===== config.mk =====
export PLATFORM = sky130hd
export DESIGN_NAME = blake2s_hash_engine
export DESIGN_NICKNAME = d
export VERILOG_FILES = /design/src/hw/rtl/b2s_pkg.sv /design/src/hw/rtl/blake2s_hash_engine.sv /design/src/hw/rtl/b2s_round.sv
export SDC_FILE = /design/constraint.sdc
export NUM_CORES = 2
export LEC_CHECK = 0
export ABC_AREA = 0
export BUFFER_PORTS_ARGS = -buffer_cell sky130_fd_sc_hd__buf_2
export CORE_UTILIZATION = 50
export CTS_CLUSTER_SIZE = 8
export DETAILED_ROUTE_END_ITERATION = 8
export GPL_ROUTABILITY_DRIVEN = 0
export PLACE_DENSITY = 0.65
export REMOVE_ABC_BUFFERS = 1
export SKIP_CTS_REPAIR_TIMING = 1
export SYNTH_ARGS = -nofsm -noshare
export SYNTH_HDL_FRONTEND = slang
export SYNTH_HIERARCHICAL = 1
export SYNTH_SLANG_ARGS = --single-unit

===== constraint.sdc =====
create_clock -name clk -period 15.2 [get_ports clk]
set_clock_uncertainty 0.1 [all_clocks]
set_input_delay 1.52 -clock clk [delete_from_list [all_inputs] [get_ports clk]]
set_output_delay 1.52 -clock clk [all_outputs]
set_load 0.01 [all_outputs]

===== src/hw/rtl/b2s_pkg.sv =====
// Package: BLAKE2s constants, sigma table and helper functions.
package b2s_pkg;

    localparam int BLOCK_BYTES_DEF = 64;
    localparam logic [5:0] DIGEST_LEN_RESET = 6'd32;
    localparam logic [31:0] PARAM_BASE = 32'h0101_0000;

    localparam logic OP_ABSORB = 1'b0;
    localparam logic OP_FINISH = 1'b1;

    typedef logic [31:0] word_t;

    function automatic word_t iv_word(input logic [2:0] i);
        word_t w;
        w = 32'h0;
        case (i)
            3'd0: w = 32'h6A09E667;
            3'd1: w = 32'hBB67AE85;
            3'd2: w = 32'h3C6EF372;
            3'd3: w = 32'hA54FF53A;
            3'd4: w = 32'h510E527F;
            3'd5: w = 32'h9B05688C;
            3'd6: w = 32'h1F83D9AB;
            3'd7: w = 32'h5BE0CD19;
            default: w = 32'h0;
        endcase
        return w;
    endfunction

    // Sigma table: 10 rounds x 16 nibbles, entry 0 in the low nibble.
    localparam logic [63:0] SIGMA [10] = '{
        64'hFEDCBA9876543210,
        64'h357B20C16DF984AE,
        64'h491763EADF250C8B,
        64'h8F04A562EBCD1397,
        64'hD386CB1EFA427509,
        64'h91EF57D438B0A6C2,
        64'hB8293670A4DEF15C,
        64'hA2684F05931CE7BD,
        64'h5A417D2C803B9EF6,
        64'h0DC3E9BF5167482A
    };

    function automatic logic [3:0] sigma(input logic [3:0] r, input logic [3:0] k);
        logic [63:0] row;
        row = SIGMA[r];
        return row[k*4 +: 4];
    endfunction

    function automatic logic [5:0] eff_len(input logic [5:0] l);
        logic [5:0] e;
        e = l;
        if (l == 6'd0) e = 6'd1;
        else if (l > 6'd32) e = 6'd32;
        return e;
    endfunction

    typedef struct packed {
        logic       start;
        logic       final_blk;
    } cmp_ctl_t;

endpackage


===== src/hw/rtl/blake2s_hash_engine.sv =====
// Top level: BLAKE2s byte-stream hash engine.
// Absorb beats are accepted while the 64-byte block buffer has room. An
// absorb beat that arrives with the buffer full first compresses the held
// block, so in_ready stays low until that is done (80 G calls, each two
// half-steps on one shared adder/rotate unit, then a fold of the result
// into the chain value). A finish beat compresses the zero-padded block
// the same way, then emits digest_length bytes (clamped to 1..32), one per
// output beat; input is held off until the last byte is taken. Writing
// digest_length restarts the message.
module blake2s_hash_engine
    import b2s_pkg::*;
#(
    parameter int BLOCK_BYTES = BLOCK_BYTES_DEF
)
(
    input  logic       clk,
    input  logic       rst_n,
    input  logic       in_valid,
    output logic       in_ready,
    input  logic       operation,
    input  logic [7:0] data_byte,
    output logic       out_valid,
    input  logic       out_ready,
    output logic [7:0] digest_byte,
    output logic [4:0] byte_index,
    output logic       last_byte,
    input  logic       cfg_we,
    input  logic [5:0] cfg_data
);

    localparam int FW = $clog2(BLOCK_BYTES) + 1;

    typedef enum logic [3:0] {
        ST_IDLE = 4'b0001,
        ST_CMP  = 4'b0010,
        ST_FIN  = 4'b0100,
        ST_OUT  = 4'b1000
    } state_t;

    state_t      state_reg;
    word_t       h_reg [8];
    word_t       buf_mem [BLOCK_BYTES/4];
    logic [FW-1:0] fill_reg;
    logic [63:0] cnt_reg;
    logic [5:0]  len_reg;
    logic [4:0]  idx_reg;
    logic [7:0]  pend_byte_reg;
    word_t       m_w [16];
    word_t       h_new [8];
    cmp_ctl_t    ctl;
    logic        done;
    logic [5:0]  elen;
    logic        acc;

    assign elen = eff_len(len_reg);
    assign acc  = in_valid && in_ready;
    assign in_ready = (state_reg == ST_IDLE);

    // Form message words, zero above fill count
    always_comb
    begin
        for (int i = 0; i < 16; i++)
            for (int k = 0; k < 4; k++)
                m_w[i][8*k +: 8] = ((i*4+k) < int'(fill_reg)) ? buf_mem[i][8*k +: 8] : 8'h0;
    end

    always_comb
    begin
        ctl.start = 1'b0;
        ctl.final_blk = 1'b0;
        if (acc && operation == OP_FINISH)
            ctl.start = 1'b1;
        if (acc && operation == OP_ABSORB && fill_reg == FW'(BLOCK_BYTES))
            ctl.start = 1'b1;
        ctl.final_blk = (operation == OP_FINISH);
    end

    b2s_round u_round (
        .clk(clk), .rst_n(rst_n), .ctl(ctl),
        .count(acc && operation == OP_FINISH ? cnt_reg + 64'(fill_reg)
                                             : cnt_reg + 64'(BLOCK_BYTES)),
        .h_in(h_reg), .m_in(m_w), .done(done), .h_out(h_new)
    );

    // Store absorbed bytes into their word lane
    always_ff @(posedge clk)
    begin
        if (acc && operation == OP_ABSORB && fill_reg != FW'(BLOCK_BYTES))
            buf_mem[fill_reg[FW-2:2]][8*fill_reg[1:0] +: 8] <= data_byte;
        else if (state_reg == ST_CMP && done)
            buf_mem[0][7:0] <= pend_byte_reg;
        if (acc) pend_byte_reg <= data_byte;
    end

    // Sequence the message
    always_ff @(posedge clk or negedge rst_n)
    begin
        if (!rst_n)
        begin
            state_reg <= ST_IDLE;
            len_reg   <= DIGEST_LEN_RESET;
            fill_reg  <= '0;
            cnt_reg   <= '0;
            idx_reg   <= '0;
            for (int i = 0; i < 8; i++)
                h_reg[i] <= iv_word(3'(i)) ^ ((i == 0) ? (PARAM_BASE | 32'd32) : 32'h0);
        end
        else if (cfg_we)
        begin
            len_reg  <= cfg_data;
            fill_reg <= '0;
            cnt_reg  <= '0;
            state_reg <= ST_IDLE;
            for (int i = 0; i < 8; i++)
                h_reg[i] <= iv_word(3'(i)) ^
                    ((i == 0) ? (PARAM_BASE | 32'(eff_len(cfg_data))) : 32'h0);
        end
        else
        begin
            case (state_reg)
                ST_IDLE:
                    if (acc)
                    begin
                        if (operation == OP_FINISH)
                        begin
                            cnt_reg <= cnt_reg + 64'(fill_reg);
                            state_reg <= ST_FIN;
                        end
                        else if (fill_reg == FW'(BLOCK_BYTES))
                        begin
                            cnt_reg <= cnt_reg + 64'(BLOCK_BYTES);
                            state_reg <= ST_CMP;
                        end
                        else
                            fill_reg <= fill_reg + FW'(1);
                    end
                ST_CMP:
                    if (done)
                    begin
                        for (int i = 0; i < 8; i++) h_reg[i] <= h_new[i];
                        fill_reg <= FW'(1);
                        state_reg <= ST_IDLE;
                    end
                ST_FIN:
                    if (done)
                    begin
                        for (int i = 0; i < 8; i++) h_reg[i] <= h_new[i];
                        idx_reg <= '0;
                        state_reg <= ST_OUT;
                    end
                ST_OUT:
                    if (out_ready)
                    begin
                        idx_reg <= idx_reg + 5'd1;
                        if (6'(idx_reg) + 6'd1 == elen)
                        begin
                            fill_reg <= '0;
                            cnt_reg  <= '0;
                            for (int i = 0; i < 8; i++)
                                h_reg[i] <= iv_word(3'(i)) ^
                                    ((i == 0) ? (PARAM_BASE | 32'(elen)) : 32'h0);
                            state_reg <= ST_IDLE;
                        end
                    end
                default: state_reg <= ST_IDLE;
            endcase
        end
    end

    // Drive the digest beat
    assign out_valid   = (state_reg == ST_OUT);
    assign byte_index  = idx_reg;
    assign digest_byte = h_reg[idx_reg[4:2]][8*idx_reg[1:0] +: 8];
    assign last_byte   = (6'(idx_reg) + 6'd1 == elen);

endmodule


===== src/hw/rtl/b2s_round.sv =====
// Shared G-step unit: sequences 80 G calls, each as 2 half-steps.
module b2s_round
    import b2s_pkg::*;
(
    input  logic         clk,
    input  logic         rst_n,
    input  cmp_ctl_t     ctl,
    input  logic [63:0]  count,
    input  word_t        h_in [8],
    input  word_t        m_in [16],
    output logic         done,
    output word_t        h_out [8]
);

    word_t v_reg [16];
    logic       busy_reg;
    logic       done_reg;
    logic [3:0] rnd_reg;
    logic [2:0] g_reg;
    logic       half_reg;

    logic [3:0] ia, ib, ic, id;
    word_t x, y, a1, d1, c1, b1;

    // Select column or diagonal indices for the current G call
    always_comb
    begin
        case (g_reg)
            3'd0: begin ia = 4'd0; ib = 4'd4; ic = 4'd8;  id = 4'd12; end
            3'd1: begin ia = 4'd1; ib = 4'd5; ic = 4'd9;  id = 4'd13; end
            3'd2: begin ia = 4'd2; ib = 4'd6; ic = 4'd10; id = 4'd14; end
            3'd3: begin ia = 4'd3; ib = 4'd7; ic = 4'd11; id = 4'd15; end
            3'd4: begin ia = 4'd0; ib = 4'd5; ic = 4'd10; id = 4'd15; end
            3'd5: begin ia = 4'd1; ib = 4'd6; ic = 4'd11; id = 4'd12; end
            3'd6: begin ia = 4'd2; ib = 4'd7; ic = 4'd8;  id = 4'd13; end
            default: begin ia = 4'd3; ib = 4'd4; ic = 4'd9; id = 4'd14; end
        endcase
    end

    // Half of G: first uses rotations 16/12, second 8/7
    always_comb
    begin
        x  = m_in[sigma(rnd_reg, {g_reg, half_reg})];
        a1 = v_reg[ia] + v_reg[ib] + x;
        y  = v_reg[id] ^ a1;
        d1 = half_reg ? {y[7:0], y[31:8]} : {y[15:0], y[31:16]};
        c1 = v_reg[ic] + d1;
        b1 = half_reg ? ((v_reg[ib] ^ c1) >> 7 | (v_reg[ib] ^ c1) << 25)
                      : ((v_reg[ib] ^ c1) >> 12 | (v_reg[ib] ^ c1) << 20);
    end

    // Advance the step counters; flag done once the last half-step has landed
    always_ff @(posedge clk or negedge rst_n)
    begin
        if (!rst_n)
        begin
            busy_reg <= 1'b0;
            done_reg <= 1'b0;
            rnd_reg  <= 4'd0;
            g_reg    <= 3'd0;
            half_reg <= 1'b0;
        end
        else if (ctl.start)
        begin
            busy_reg <= 1'b1;
            done_reg <= 1'b0;
            rnd_reg  <= 4'd0;
            g_reg    <= 3'd0;
            half_reg <= 1'b0;
        end
        else if (busy_reg)
        begin
            done_reg <= half_reg && g_reg == 3'd7 && rnd_reg == 4'd9;
            half_reg <= ~half_reg;
            if (half_reg)
            begin
                g_reg <= g_reg + 3'd1;
                if (g_reg == 3'd7)
                begin
                    if (rnd_reg == 4'd9) busy_reg <= 1'b0;
                    rnd_reg <= rnd_reg + 4'd1;
                end
            end
        end
        else
            done_reg <= 1'b0;
    end

    always_ff @(posedge clk)
    begin
        if (ctl.start)
        begin
            for (int i = 0; i < 8; i++)
                v_reg[i] <= h_in[i];
            for (int i = 8; i < 12; i++)
                v_reg[i] <= iv_word(3'(i - 8));
            v_reg[12] <= iv_word(3'd4) ^ count[31:0];
            v_reg[13] <= iv_word(3'd5) ^ count[63:32];
            v_reg[14] <= iv_word(3'd6) ^ {32{ctl.final_blk}};
            v_reg[15] <= iv_word(3'd7);
        end
        else if (busy_reg)
        begin
            v_reg[ia] <= a1;
            v_reg[ib] <= b1;
            v_reg[ic] <= c1;
            v_reg[id] <= d1;
        end
    end

    assign done = done_reg;

    always_comb
    begin
        for (int i = 0; i < 8; i++)
            h_out[i] = h_in[i] ^ v_reg[i] ^ v_reg[i+8];
    end

endmodule

==> results.md <==
- Status: complete, but fails checks
- Failing checks: max-capacitance violations, max-slew violations
- Register area: approximately 40000 um^2
- Clk sinks: between 1000 and 1500
- Multi-input logic area: 37700 um^2
- Synth Register Bits: approximately 1400
- H-tree lvl count: 4
- Dpl hpwl: approximately 200000 um
- DRT Pass-1 Iters: 8
- Chip Width: between 400 and 500 um
- Vias/cell: 6.45
- Synth top area share: 38.5%
- Post-Syn Area: ~81000 um^2
- Area delta synth->final: 9.60%
- Crit path DAT: ~15 ns
- CP Data Required Time: ~16 ns
- FF-to-FF path depth: 42
- CTS Buf Count: ~190
- Placeable core region: ~160000 um^2
- Commonest cells in the netlist: nand2_1 (1559), edfxtp_1 (1032), xnor2_1 (632)
- Number of flops mapped to enable cells by yosys: between 1000 and 1500
- Clk buf depth: 3
- Hold_sp: h_reg[202]
- CP dominant cell by count: a21oi_1
- Final ANT Viol Nets: 0
- Ratio of cells with drive above 1 in the final layout: under 10%
- Sequential share of the synthesized area: approximately half
- Post-route setup slack: 0.935 ns
- Min-Delay Path Class: register to register
- WS Path Type: register to register
- Clk Latency, worst-skew pair: around 0.87 ns
- Wire per inst: between 20 and 30 um
- Post-synth top area cell: edfxtp_1
- Place WS: approximately 1.7 ns
- Filler cells: ~14000
- Synth area leaders: edfxtp_1 (38%), nand2_1 (7.3%), xnor2_1 (6.9%)
- Slowest CP cell: mux2i_4
- Slowest stage delay, CP: about 0.90 ns
- Row Count: around 150
- Yosys Warn Count: 6
- Diode count: 0
- # IOs: 36
- Top-count cell post-synth: nand2_1
- Root buf cell: clkbuf_16
- Final worst-path cycle share: about 94%
- F_max: 70.1 MHz
- Worst-path maximum fanout: roughly 140
- Vias in the first global route: approximately 63000
- Unrepaired setup endpoints after global routing: false
- R2r startpoint: u_round/rnd_reg[0]
- Slew HR: -13.9%
- Pin count of the biggest net entering global routing: about 140
- Hold Crit Depth: 2
- Vias: roughly 67000
- Mapped Cells: just over 8000
- Final setup fails: 0
- Final hold vios: 0
- Initial antenna violation count: 19
- Max Cap Viol: 2
- Nets: slightly above 8000
- Synth unique cells: ~120
- Slew Limit Fails: 12
- Routed wire length: about 300000 um
- CTS clk-pin slew, worst paths: about 0.050 ns
- TritonCTS clock tree: built
- Worst Tran Pin Value: roughly 1.7 ns
- Input/output buffers: 35
- GRT Resource Usage Total: around 37%
- Die ar.: 163000 um^2
- Die height: 403 um
- Startpoint types: register
- GR Overflow Total: 0
- R2r setup slk: around 0.94 ns
- First-pass GRT wire length: 438000 um
- Fraction of registers with async set/reset: 25.4%
- Most used flip-flop cell after synthesis: edfxtp_1
- Worst Hold End: h_reg[202]
- Final min period: about 14 ns
- R2r endpoint: u_round/v_reg[5][4]
- Syn Area/Cell: between 9 and 10 um^2
- DR iter-0 viols: ~10000
- Crit. End Element: register
- DRC violations left: 0
- Starting density of the core: 50.6%
## worst max-delay path, delay by kind of cell, from the launching register on
family / cells / cell delay [ns]
flops: 1 / 0.74
buf+inv: 4 / 0.95
simple gates: 5 / 1.16
compound gates: 22 / 5.02
mux: 2 / 1.49
fa+ha+maj: 5 / 2.21
xor+xnor: 4 / 2.13
## how the worst max path moves through the flow
stage	start	end	slack (ns)	cells past startpoint
4_1_cts	u_round/rnd_reg[0]	u_round/v_reg[5][4]	1.65	42
2_1_floorplan	u_round/half_reg	u_round/v_reg[5][18]	-9.70	41
3_5_place_dp	u_round/rnd_reg[0]	u_round/v_reg[5][4]	1.68	42
3_3_place_gp	u_round/rnd_reg[0]	u_round/v_reg[7][4]	2.03	42
6_report	u_round/rnd_reg[0]	u_round/v_reg[5][4]	0.94	42
5_1_grt	u_round/rnd_reg[0]	u_round/v_reg[7][4]	0.17	42
## through the flow
step	hold slack [ns]	util (%)	instances	instance area [um^2]	setup TNS (ns)
final	0.384	55.5	10400	88300	0
after global routing	0.392	55.5	10400	88300	0
after CTS	0.385	55.5	10400	88300	0
after detailed placement	0.377	52.0	10100	82800	0
after global placement	0.366	52.0	10100	82800	0
after floorplan	0.346	-	7734	78400	-3578.05
## logic make-up after synthesis
kind of cell | after synthesis | share of synthesized area [%]
adder cells (fa/ha/maj) | 128 | 2.30
flip-flops | 1384 | 49.6
buffers and inverters | 814 | 3.97
AO/OA/AOI/OAI | 1630 | 12.5
XOR/XNOR | 716 | 7.94
AND/OR/NAND/NOR | 3412 | 19.9
multiplexers | 198 | 3.83
## layout make-up
type	count	area share (%)
repair buffers	196	1.66
well taps	2146	3.04
inverters	266	1.14
clock buffers	317	6.03
multi-input cells	6084	42.7
flip-flops and latches	1384	45.3
clock inverters	12	0.204
## metal layers
layer | track usage [%] | part of all wire (%) | vias to the layer above
li1 | - | - | 28900
met1 | 46.8 | 36 | 32400
met2 | 52.5 | 41 | 4741
met3 | 13.6 | 14 | 1068
met4 | 24.5 | 8.0 | 22
met5 | 0 | 0.050 | -
## cells in the final DEF, fill, tap and decap left out, types with 211 or more instances in the layout
master and n:
and2_1 433, nand3_1 359, nand2_1 1554, dfrtp_1 211
xnor2_1 631, o21ai_0 612, a21oi_1 352, edfxtp_1 1032
nor2_1 380, inv_1 259
Power is left out: the tool's default activity adds up to more than one toggle a clock period on the data nets, which glitch-free logic cannot reach.
